<file path="src/rtl/lpd_pkg.sv">
`default_nettype none

package lpd_pkg;

	localparam int NumSensors = 8;
	localparam int SampleW    = 12;
	localparam int ThrW       = 12;
	localparam int GainW      = 16;
	localparam int BaseW      = 11;
	localparam int SpeedW     = 12;
	localparam int PosW       = 11;
	localparam int CntW       = 4;
	localparam int ErrFrac    = 8;
	localparam int NumW       = PosW - 1 + ErrFrac;
	localparam int DivW       = 7;
	localparam int QuotW      = 14;
	localparam int DivSteps   = NumW;
	localparam int StepW      = $clog2(DivSteps);
	localparam int ErrW       = QuotW + 1;
	localparam int DiffW      = ErrW + 1;
	localparam int SumW       = 32;
	localparam int ProdW      = GainW + 1 + SumW;
	localparam int AccW       = ProdW + 1;
	localparam int GainFrac   = 12;
	localparam int CorrW      = AccW - GainFrac;
	localparam int FifoDepth  = 2;
	localparam int PtrW       = $clog2(FifoDepth);
	localparam int CfgIdxW    = 3;
	localparam int CfgDataW   = 16;
	localparam int DivUnit    = 10;

	localparam logic [ThrW-1:0]  ThresholdRst  = ThrW'(400);
	localparam logic [GainW-1:0] GainPRst      = GainW'(4915);
	localparam logic [GainW-1:0] GainIRst      = GainW'(0);
	localparam logic [GainW-1:0] GainDRst      = GainW'(164);
	localparam logic [BaseW-1:0] BaseSpeedRst  = BaseW'(1280);
	localparam logic [BaseW-1:0] SpeedLimitRst = BaseW'(1792);

	localparam logic signed [PosW-1:0] Weight [NumSensors] = '{
		-11'sd400, -11'sd300, -11'sd200, -11'sd100,
		11'sd100, 11'sd200, 11'sd300, 11'sd400
	};

	typedef logic [SampleW-1:0] sample_t;
	typedef logic signed [SpeedW-1:0] speed_t;

	typedef enum logic [CfgIdxW-1:0] {
		REG_LIGHT_LEVEL  = 3'd0,
		REG_GAIN_P       = 3'd1,
		REG_GAIN_I       = 3'd2,
		REG_GAIN_D       = 3'd3,
		REG_BASE_SPEED   = 3'd4,
		REG_SPEED_LIMIT  = 3'd5
	} reg_idx_t;

	typedef struct packed {
		logic [ThrW-1:0]  light_level;
		logic [GainW-1:0] gain_p;
		logic [GainW-1:0] gain_i;
		logic [GainW-1:0] gain_d;
		logic [BaseW-1:0] base_speed;
		logic [BaseW-1:0] speed_limit;
	} cfg_t;

	typedef struct packed {
		logic signed [PosW-1:0]  pos;
		logic [CntW-1:0]         count;
		logic [NumSensors-1:0]   pattern;
	} frame_t;

	typedef struct packed {
		logic full;
		logic empty;
	} fifo_stat_t;

	typedef enum logic [3:0] {
		ST_IDLE,
		ST_DIV,
		ST_INT,
		ST_MP,
		ST_MI,
		ST_MD,
		ST_SUM,
		ST_CORR,
		ST_OUT
	} back_state_t;

endpackage

`default_nettype wire

</file>
<file path="src/rtl/lpd_fifo.sv">
`default_nettype none

module lpd_fifo (
	input  wire                 clk,
	input  wire                 arst_n,
	input  wire                 push,
	input  lpd_pkg::frame_t     wr_data,
	input  wire                 pop,
	output lpd_pkg::frame_t     rd_data,
	output lpd_pkg::fifo_stat_t stat
);
	import lpd_pkg::*;

	frame_t            mem_q [FifoDepth];
	logic [PtrW-1:0]   wr_ptr_q;
	logic [PtrW-1:0]   rd_ptr_q;
	logic [PtrW:0]     fill_q;

	always_ff @(posedge clk or negedge arst_n) begin
		if (!arst_n) begin
			wr_ptr_q <= '0;
			rd_ptr_q <= '0;
			fill_q   <= '0;
		end else begin
			if (push) begin
				wr_ptr_q <= wr_ptr_q + 1'b1;
			end
			if (pop) begin
				rd_ptr_q <= rd_ptr_q + 1'b1;
			end
			case ({push, pop})
				2'b10:   fill_q <= fill_q + 1'b1;
				2'b01:   fill_q <= fill_q - 1'b1;
				default: fill_q <= fill_q;
			endcase
		end
	end

	always_ff @(posedge clk) begin
		if (push) begin
			mem_q[wr_ptr_q] <= wr_data;
		end
	end

	assign rd_data    = mem_q[rd_ptr_q];
	assign stat.full  = (fill_q == (PtrW+1)'(FifoDepth));
	assign stat.empty = (fill_q == '0);

endmodule

`default_nettype wire

</file>
<file path="src/rtl/lpd_front.sv">
`default_nettype none

module lpd_front (
	input  wire                  in_valid,
	output logic                 in_ready,
	input  lpd_pkg::sample_t     samples [lpd_pkg::NumSensors],
	input  wire [lpd_pkg::ThrW-1:0] light_level,
	input  lpd_pkg::fifo_stat_t  stat,
	output logic                 push,
	output lpd_pkg::frame_t      frame
);
	import lpd_pkg::*;

	always_comb begin
		frame.pos     = '0;
		frame.count   = '0;
		frame.pattern = '0;
		for (int i = 0; i < NumSensors; i++) begin
			if (samples[i] <= light_level) begin
				frame.pos        = frame.pos + Weight[i];
				frame.count      = frame.count + 1'b1;
				frame.pattern[i] = 1'b1;
			end
		end
	end

	assign in_ready = !stat.full;
	assign push     = in_valid && in_ready;

endmodule

`default_nettype wire

</file>
<file path="src/rtl/lpd_back.sv">
`default_nettype none

module lpd_back (
	input  wire                  clk,
	input  wire                  arst_n,
	input  lpd_pkg::cfg_t        cfg,
	input  lpd_pkg::frame_t      frame,
	input  lpd_pkg::fifo_stat_t  stat,
	output logic                 pop,
	output logic                 out_valid,
	input  wire                  out_ready,
	output lpd_pkg::speed_t      left_speed,
	output lpd_pkg::speed_t      right_speed,
	output logic [lpd_pkg::NumSensors-1:0] light_pattern
);
	import lpd_pkg::*;

	back_state_t               state_q, state_d;
	logic                      load_out;

	logic                      neg_q;
	logic [NumW-1:0]           num_q;
	logic [DivW-1:0]           div_q;
	logic [DivW-1:0]           rem_q;
	logic [QuotW-1:0]          quo_q;
	logic [StepW-1:0]          step_q;
	logic [NumSensors-1:0]     pattern_q;
	logic signed [ErrW-1:0]    err_q;
	logic signed [ErrW-1:0]    last_err_q;
	logic signed [SumW-1:0]    err_sum_q;
	logic signed [DiffW-1:0]   diff_q;
	logic signed [ProdW-1:0]   prod_q;
	logic signed [AccW-1:0]    acc_q;
	logic signed [CorrW-1:0]   corr_q;
	logic                      out_valid_q;
	speed_t                    left_q;
	speed_t                    right_q;
	logic [NumSensors-1:0]     pat_out_q;

	logic [PosW-2:0]           pos_mag;
	logic [DivW-1:0]           div_init;
	logic [DivW:0]             shifted;
	logic                      ge;
	logic [DivW:0]             shifted_sub;
	logic [DivW-1:0]           rem_nx;
	logic signed [ErrW-1:0]    err_w;
	logic signed [SumW:0]      sum_ext;
	logic signed [SumW-1:0]    sum_sat;
	logic [GainW-1:0]          mul_a;
	logic signed [SumW-1:0]    mul_b;
	logic signed [ProdW-1:0]   mul_p;
	logic signed [AccW-1:0]    acc_rnd;
	logic signed [CorrW:0]     base_x;
	logic signed [CorrW:0]     lim_x;
	logic signed [CorrW:0]     left_raw;
	logic signed [CorrW:0]     right_raw;
	logic signed [CorrW:0]     left_cl;
	logic signed [CorrW:0]     right_cl;

	function automatic logic signed [CorrW:0] clamp_sym(
		input logic signed [CorrW:0] v,
		input logic signed [CorrW:0] lim
	);
		logic signed [CorrW:0] r;
		r = v;
		if (v > lim) begin
			r = lim;
		end else if (v < -lim) begin
			r = -lim;
		end
		return r;
	endfunction

	always_comb begin
		state_d  = state_q;
		pop      = 1'b0;
		load_out = 1'b0;
		case (state_q)
			ST_IDLE: begin
				if (!stat.empty) begin
					pop     = 1'b1;
					state_d = ST_DIV;
				end
			end
			ST_DIV: begin
				if (step_q == '0) begin
					state_d = ST_INT;
				end
			end
			ST_INT:  state_d = ST_MP;
			ST_MP:   state_d = ST_MI;
			ST_MI:   state_d = ST_MD;
			ST_MD:   state_d = ST_SUM;
			ST_SUM:  state_d = ST_CORR;
			ST_CORR: state_d = ST_OUT;
			ST_OUT: begin
				if (!out_valid_q || out_ready) begin
					load_out = 1'b1;
					state_d  = ST_IDLE;
				end
			end
			default: state_d = ST_IDLE;
		endcase
	end

	// divider: magnitude of pos * 256 over count * 10, one quotient bit a cycle
	assign pos_mag  = frame.pos[PosW-1] ? (PosW-1)'(-frame.pos) : frame.pos[PosW-2:0];
	assign div_init = (frame.count == '0) ? DivW'(DivUnit)
		: DivW'({3'b000, frame.count} * DivW'(DivUnit));
	assign shifted     = {rem_q, num_q[NumW-1]};
	assign ge          = (shifted >= {1'b0, div_q});
	assign shifted_sub = shifted - {1'b0, div_q};
	assign rem_nx      = ge ? shifted_sub[DivW-1:0] : shifted[DivW-1:0];

	assign err_w   = neg_q ? -$signed({1'b0, quo_q}) : $signed({1'b0, quo_q});
	assign sum_ext = (SumW+1)'(err_sum_q) + (SumW+1)'(err_w);

	always_comb begin
		sum_sat = sum_ext[SumW-1:0];
		if (sum_ext[SumW] != sum_ext[SumW-1]) begin
			sum_sat = sum_ext[SumW] ? {1'b1, {(SumW-1){1'b0}}} : {1'b0, {(SumW-1){1'b1}}};
		end
	end

	always_comb begin
		case (state_q)
			ST_MI: begin
				mul_a = cfg.gain_i;
				mul_b = err_sum_q;
			end
			ST_MD: begin
				mul_a = cfg.gain_d;
				mul_b = SumW'(diff_q);
			end
			default: begin
				mul_a = cfg.gain_p;
				mul_b = SumW'(err_q);
			end
		endcase
	end

	assign mul_p = $signed({1'b0, mul_a}) * mul_b;

	// truncate toward zero on the shift by the gain fraction
	assign acc_rnd = acc_q + (acc_q[AccW-1] ? AccW'({GainFrac{1'b1}}) : AccW'(0));

	assign base_x    = $signed((CorrW+1)'(cfg.base_speed));
	assign lim_x     = $signed((CorrW+1)'(cfg.speed_limit));
	assign left_raw  = base_x + (CorrW+1)'(corr_q);
	assign right_raw = base_x - (CorrW+1)'(corr_q);
	assign left_cl   = clamp_sym(left_raw, lim_x);
	assign right_cl  = clamp_sym(right_raw, lim_x);

	always_ff @(posedge clk or negedge arst_n) begin
		if (!arst_n) begin
			state_q     <= ST_IDLE;
			out_valid_q <= 1'b0;
			err_sum_q   <= '0;
			last_err_q  <= '0;
		end else begin
			state_q <= state_d;
			if (load_out) begin
				out_valid_q <= 1'b1;
			end else if (out_ready) begin
				out_valid_q <= 1'b0;
			end
			if (state_q == ST_INT) begin
				err_sum_q  <= sum_sat;
				last_err_q <= err_w;
			end
		end
	end

	always_ff @(posedge clk) begin
		case (state_q)
			ST_IDLE: begin
				if (pop) begin
					neg_q     <= frame.pos[PosW-1];
					num_q     <= {pos_mag, {ErrFrac{1'b0}}};
					div_q     <= div_init;
					rem_q     <= '0;
					quo_q     <= '0;
					step_q    <= StepW'(DivSteps - 1);
					pattern_q <= frame.pattern;
				end
			end
			ST_DIV: begin
				num_q  <= num_q << 1;
				rem_q  <= rem_nx;
				quo_q  <= {quo_q[QuotW-2:0], ge};
				step_q <= step_q - 1'b1;
			end
			ST_INT: begin
				err_q  <= err_w;
				diff_q <= DiffW'(err_w) - DiffW'(last_err_q);
			end
			ST_MP: begin
				prod_q <= mul_p;
				acc_q  <= '0;
			end
			ST_MI, ST_MD: begin
				acc_q  <= acc_q + AccW'(prod_q);
				prod_q <= mul_p;
			end
			ST_SUM: begin
				acc_q <= acc_q + AccW'(prod_q);
			end
			ST_CORR: begin
				corr_q <= acc_rnd[AccW-1:GainFrac];
			end
			ST_OUT: begin
				if (load_out) begin
					left_q    <= left_cl[SpeedW-1:0];
					right_q   <= right_cl[SpeedW-1:0];
					pat_out_q <= pattern_q;
				end
			end
			default: begin
				acc_q <= acc_q;
			end
		endcase
	end

	assign out_valid     = out_valid_q;
	assign left_speed    = left_q;
	assign right_speed   = right_q;
	assign light_pattern = pat_out_q;

endmodule

`default_nettype wire

</file>
<file path="src/rtl/line_position_pid_drive.sv">
// Line-follower steering. Each input beat carries eight 12-bit reflectance
// samples; a sample at or below light_level counts as light. The front end
// classifies a frame in the cycle it is accepted and parks it in a two-entry
// queue, so up to two frames can wait while an earlier one is processed. The
// sequencer behind the queue takes one frame at a time through a load, the
// bit-serial restoring divide that forms the Q.8 line error, the saturating
// integral update, three passes through one shared 17x32 multiplier for the
// P, I and D terms, rounding toward zero and the speed clamp, and waits
// for a free output register. The result beat gives left and
// right wheel speeds in signed Q.8, clamped to +/- speed_limit, and the
// pattern of light sensors. A configuration write takes effect at the clock
// edge that samples cfg_we high and must be made only while no frame is in
// flight.
`default_nettype none

module line_position_pid_drive (
	input  wire                      clk,
	input  wire                      arst_n,
	input  wire                      cfg_we,
	input  wire [lpd_pkg::CfgIdxW-1:0]  cfg_index,
	input  wire [lpd_pkg::CfgDataW-1:0] cfg_data,
	input  wire                      in_valid,
	output logic                     in_ready,
	input  lpd_pkg::sample_t         sample_0,
	input  lpd_pkg::sample_t         sample_1,
	input  lpd_pkg::sample_t         sample_2,
	input  lpd_pkg::sample_t         sample_3,
	input  lpd_pkg::sample_t         sample_4,
	input  lpd_pkg::sample_t         sample_5,
	input  lpd_pkg::sample_t         sample_6,
	input  lpd_pkg::sample_t         sample_7,
	output logic                     out_valid,
	input  wire                      out_ready,
	output lpd_pkg::speed_t          left_speed,
	output lpd_pkg::speed_t          right_speed,
	output logic [lpd_pkg::NumSensors-1:0] light_pattern
);
	import lpd_pkg::*;

	cfg_t        cfg_q;
	sample_t     samples [NumSensors];
	fifo_stat_t  stat;
	frame_t      front_frame;
	frame_t      back_frame;
	logic        push;
	logic        pop;

	always_ff @(posedge clk or negedge arst_n) begin
		if (!arst_n) begin
			cfg_q.light_level  <= ThresholdRst;
			cfg_q.gain_p       <= GainPRst;
			cfg_q.gain_i       <= GainIRst;
			cfg_q.gain_d       <= GainDRst;
			cfg_q.base_speed   <= BaseSpeedRst;
			cfg_q.speed_limit  <= SpeedLimitRst;
		end else if (cfg_we) begin
			case (cfg_index)
				REG_LIGHT_LEVEL:  cfg_q.light_level  <= cfg_data[ThrW-1:0];
				REG_GAIN_P:       cfg_q.gain_p       <= cfg_data[GainW-1:0];
				REG_GAIN_I:       cfg_q.gain_i       <= cfg_data[GainW-1:0];
				REG_GAIN_D:       cfg_q.gain_d       <= cfg_data[GainW-1:0];
				REG_BASE_SPEED:   cfg_q.base_speed   <= cfg_data[BaseW-1:0];
				REG_SPEED_LIMIT:  cfg_q.speed_limit  <= cfg_data[BaseW-1:0];
				default:          cfg_q              <= cfg_q;
			endcase
		end
	end

	assign samples[0] = sample_0;
	assign samples[1] = sample_1;
	assign samples[2] = sample_2;
	assign samples[3] = sample_3;
	assign samples[4] = sample_4;
	assign samples[5] = sample_5;
	assign samples[6] = sample_6;
	assign samples[7] = sample_7;

	lpd_front u_front (
		.in_valid     (in_valid),
		.in_ready     (in_ready),
		.samples      (samples),
		.light_level  (cfg_q.light_level),
		.stat         (stat),
		.push         (push),
		.frame        (front_frame)
	);

	lpd_fifo u_fifo (
		.clk     (clk),
		.arst_n  (arst_n),
		.push    (push),
		.wr_data (front_frame),
		.pop     (pop),
		.rd_data (back_frame),
		.stat    (stat)
	);

	lpd_back u_back (
		.clk           (clk),
		.arst_n        (arst_n),
		.cfg           (cfg_q),
		.frame         (back_frame),
		.stat          (stat),
		.pop           (pop),
		.out_valid     (out_valid),
		.out_ready     (out_ready),
		.left_speed    (left_speed),
		.right_speed   (right_speed),
		.light_pattern (light_pattern)
	);

endmodule

`default_nettype wire

</file>
<file path="config.mk">
export PLATFORM = sky130hd
export DESIGN_NAME = line_position_pid_drive
export DESIGN_NICKNAME = d
export VERILOG_FILES = /design/src/rtl/lpd_pkg.sv /design/src/rtl/lpd_fifo.sv /design/src/rtl/lpd_front.sv /design/src/rtl/lpd_back.sv /design/src/rtl/line_position_pid_drive.sv
export SDC_FILE = /design/constraint.sdc
export NUM_CORES = 2
export LEC_CHECK = 0
export BUFFER_PORTS_ARGS = -buffer_cell sky130_fd_sc_hd__clkbuf_2
export CAP_MARGIN = 20
export CORE_ASPECT_RATIO = 0.5
export CORE_MARGIN = 5
export CORE_UTILIZATION = 65
export CTS_BUF_LIST = sky130_fd_sc_hd__clkbuf_4
export CTS_CLUSTER_DIAMETER = 80
export DETAILED_ROUTE_END_ITERATION = 6
export GPL_ROUTABILITY_DRIVEN = 0
export PLACE_DENSITY_LB_ADDON = 0.25
export SYNTH_ARGS = -nofsm -noshare
export SYNTH_HDL_FRONTEND = slang
export SYNTH_HIERARCHICAL = 1
export SYNTH_SLANG_ARGS = --single-unit
</file>
<file path="constraint.sdc">
create_clock -name clk -period 9.6 [get_ports clk]
set_clock_uncertainty 0.2 [all_clocks]
set_input_delay 0.48 -clock clk [delete_from_list [all_inputs] [get_ports clk]]
set_output_delay 0.48 -clock clk [all_outputs]
set_load 0.02 [all_outputs]
</file>
==> flow_summary.toml <==
[grt]
use_met3_pct = 9.712
top_usage_layer = "met2"
grt_pass1_wl_um = 208900
grt_max_degree = 73
grt_overflow = 0
grtUsageMet2_pct = 51.32
grt.total_usage_pct = 31.29
grt_pass1_vias = 40780
met1_usage_pct = 39.54
antenna_found_initial = 6

[logic_synthesis]
synth-async-reset-ratio_pct = 31.72
synthCells = 5333
ys_ff_latch = 435
ys.warnings.count = 6
avgSynthCellArea_um2 = 9.424
synth_edf_count = 297
ys.flop_type = "edfxtp_1"
seq_area_frac_synth_pct = 24.66
synthDistinctLibCells = 114
synth.cell_area_um2 = 50260

[critical_path]
critPathKind = "reg2reg"
crit_top_cell = "fa_1"
slowest_stage = "fa_1"
cp_top_family = "adder cells"
critPathRequiredTime_ns = 10.09
cp_max_fo = 34
crit_arrival_ns = 9.62
critPathBufInv = 6
cp-end-kind = "flip-flop"
critPathMaxStageDelay_ns = 0.55
worst_setup_path_start_kind = "flip-flop"

[final_layout]
drive_gt1_share_pct = 11.16
layout_commonest_cell = "inv_1"
layout_common_cells = "inv_1, nand2_1, fa_1"
seq_area_um2 = 12400
fillers = 5669
nets = 6607
area_delta_synth_final_pct = 7.578
multiInputGateArea_um2 = 34330

[route]
drt_iter0_drc = 3743
wl_um = 130700
antenna_left = 0
route.detailed.drc = 0
wl_per_cell_um = 19.68
vias = 39880
dr.pass1.iters = 6
vias_per_cell = 6.004

[timing]
relSlewSlack_pct = 25.44
fmax_ghz = 0.1095
setup_viol = 0
period_minus_slack_ns = 9.129
rsz0062_at_grt = "no"
drv_slew = 0
hold_viol_final = 0
setup_tns_ns = 0
tightestPinTransition_ns = 1.118
finalCritPeriodShare_pct = 95.10

[clock_network]
clkSinkCount = 435
htreeDepth = 3
cts_tree = "yes"
cts_made_buffers = 100
cts-root-buf = "clkbuf_4"
clk_latency_ns = 1.09
clockBufferDepth = 3
clk_pin_slew_ns = 0.08

[place]
port_buffers = 153
dp_hpwl_um = 102500

[floorplan]
die_area_um2 = 83320
ios = 154
num_rows = 72
start_util_pct = 65.33
die_h_um = 206.6
core_area_um2 = 76930
dieWidth_um = 403.3

[worst_hold_path]
hold_class = "in2reg"

[outcome]
status = "finished, final reports clean"

[run]
maxCapViolCount = 0
## synthesized netlist by cell type (46+ instances only)
library cell | n | area, um2
nor2b_1 | 51 | 319.1
clkbuf_1 | 156 | 585.6
nand2b_1 | 47 | 294.0
nor3_1 | 84 | 420.4
nand2_1 | 506 | 1899
edfxtp_1 | 297 | 8919
and3_1 | 46 | 287.8
ha_1 | 474 | 5931
a21o_1 | 180 | 1351
mux2_2 | 75 | 844.6
fa_1 | 497 | 9950
nor2_1 | 478 | 1794
xor2_1 | 103 | 902.1
mux2i_1 | 50 | 500.5
nand4_1 | 60 | 375.4
xnor2_1 | 202 | 1769
o21a_1 | 47 | 352.8
inv_1 | 757 | 2841
a21oi_1 | 259 | 1296
dfrtp_1 | 120 | 3003
o21ai_0 | 191 | 955.9
nand3_1 | 65 | 325.3
## routing by layer
metal  part of all wire [%]  vias up  wire length (um)
met5                  0.030        -                39
met4                    3.6        6              4673
met3                     11      415             14320
met2                     46     1965             59680
met1                     40    19110             51970
li1                       -    18390                 -
## final cells by class
class	count	share of cell area (%)
repair buffers	277	3.383
clock inverters	31	0.3332
well taps	1036	2.397
clock buffers	155	2.152
flip-flops and latches	435	22.93
multi-input cells	3941	63.50
diodes	6	0.02777
inverters	761	5.283
## stage by stage
step / std cells / worst slack (ns) / instance area [um2] / util, % / hold WS [ns]
finish: 6642 / 0.4706 / 54070 / 70.28 / 0.1098
global route: 6641 / 0.009752 / 54070 / 70.28 / 0.05654
CTS: 6630 / 0.3084 / 53940 / 70.11 / 0.006057
detailed placement: 6415 / 0.4230 / 52280 / 67.96 / 0.2059
global placement: 6415 / 0.6195 / 52280 / 67.96 / 0.2122
floorplan: 5334 / 1.184 / 50260 / - / -0.01559
## worst reg2reg max path, delay by kind of cell (launching register included)
family          cells  cell delay [ns]
compound gates     12             3.18
xor+xnor            1             0.10
fa+ha+maj           7             3.47
buf+inv             6             0.82
flops               1             0.50
simple gates        2             0.52
## sequential cells by signal (all words and copies together), names as in the netlist, 2 cells and up
signal	cells
cfg_q	82
u_back/acc_q	50
u_back/corr_q	38
u_back/diff_q	16
u_back/div_q	6
u_back/err_q	15
u_back/err_sum_q	32
u_back/last_err_q	15
u_back/left_speed	12
u_back/light_pattern	8
u_back/num_q	10
u_back/pattern_q	8
u_back/prod_q	49
u_back/quo_q	14
u_back/rem_q	7
u_back/right_speed	12
u_back/state_q	4
u_back/step_q	5
u_fifo/fill_q	2
u_fifo/mem_q	46
## kinds of logic after synthesis
family | count (synthesis) | share of synthesized area, %
flops | 435 | 24.66
compound gates | 951 | 12.42
buf+inv | 960 | 7.444
xor+xnor | 307 | 5.405
other cells | 1 | 0.007461
simple gates | 1508 | 14.04
fa+ha+maj | 1001 | 32.19
mux | 170 | 3.834
## final timing paths
check                      slack [ns]                           endpoint  depth (start not counted)                           from
max in group asynchronous        7.85              cfg_q[16]$_DFFE_PN0P_                          4                         arst_n
min reg2reg                      0.23  u_back/light_pattern[0]$_DFFE_PP_                          0  u_back/pattern_q[0]$_DFFE_PP_
min                              0.11       u_fifo/mem_q[0][2]$_DFFE_PP_                          4                   sample_2[11]
max reg2reg                      0.47        u_back/prod_q[48]$_DFFE_PP_                         28  u_back/state_q[3]$_DFFE_PN0P_
max                              0.47        u_back/prod_q[48]$_DFFE_PP_                         28  u_back/state_q[3]$_DFFE_PN0P_
min in group asynchronous        0.40      u_back/state_q[1]$_DFFE_PN0P_                          4                         arst_n
## what timing repair did
action | in CTS | in global routing
gates resized for setup | 0 | 12
hold endpoints to repair | 182 | 0
setup buffers | 0 | 3
hold buffers | 29 | 0
setup endpoints to repair | 0 | 11
Power is left out: the tool's default activity adds up to more than one toggle a clock period on the data nets, which glitch-free logic cannot reach.
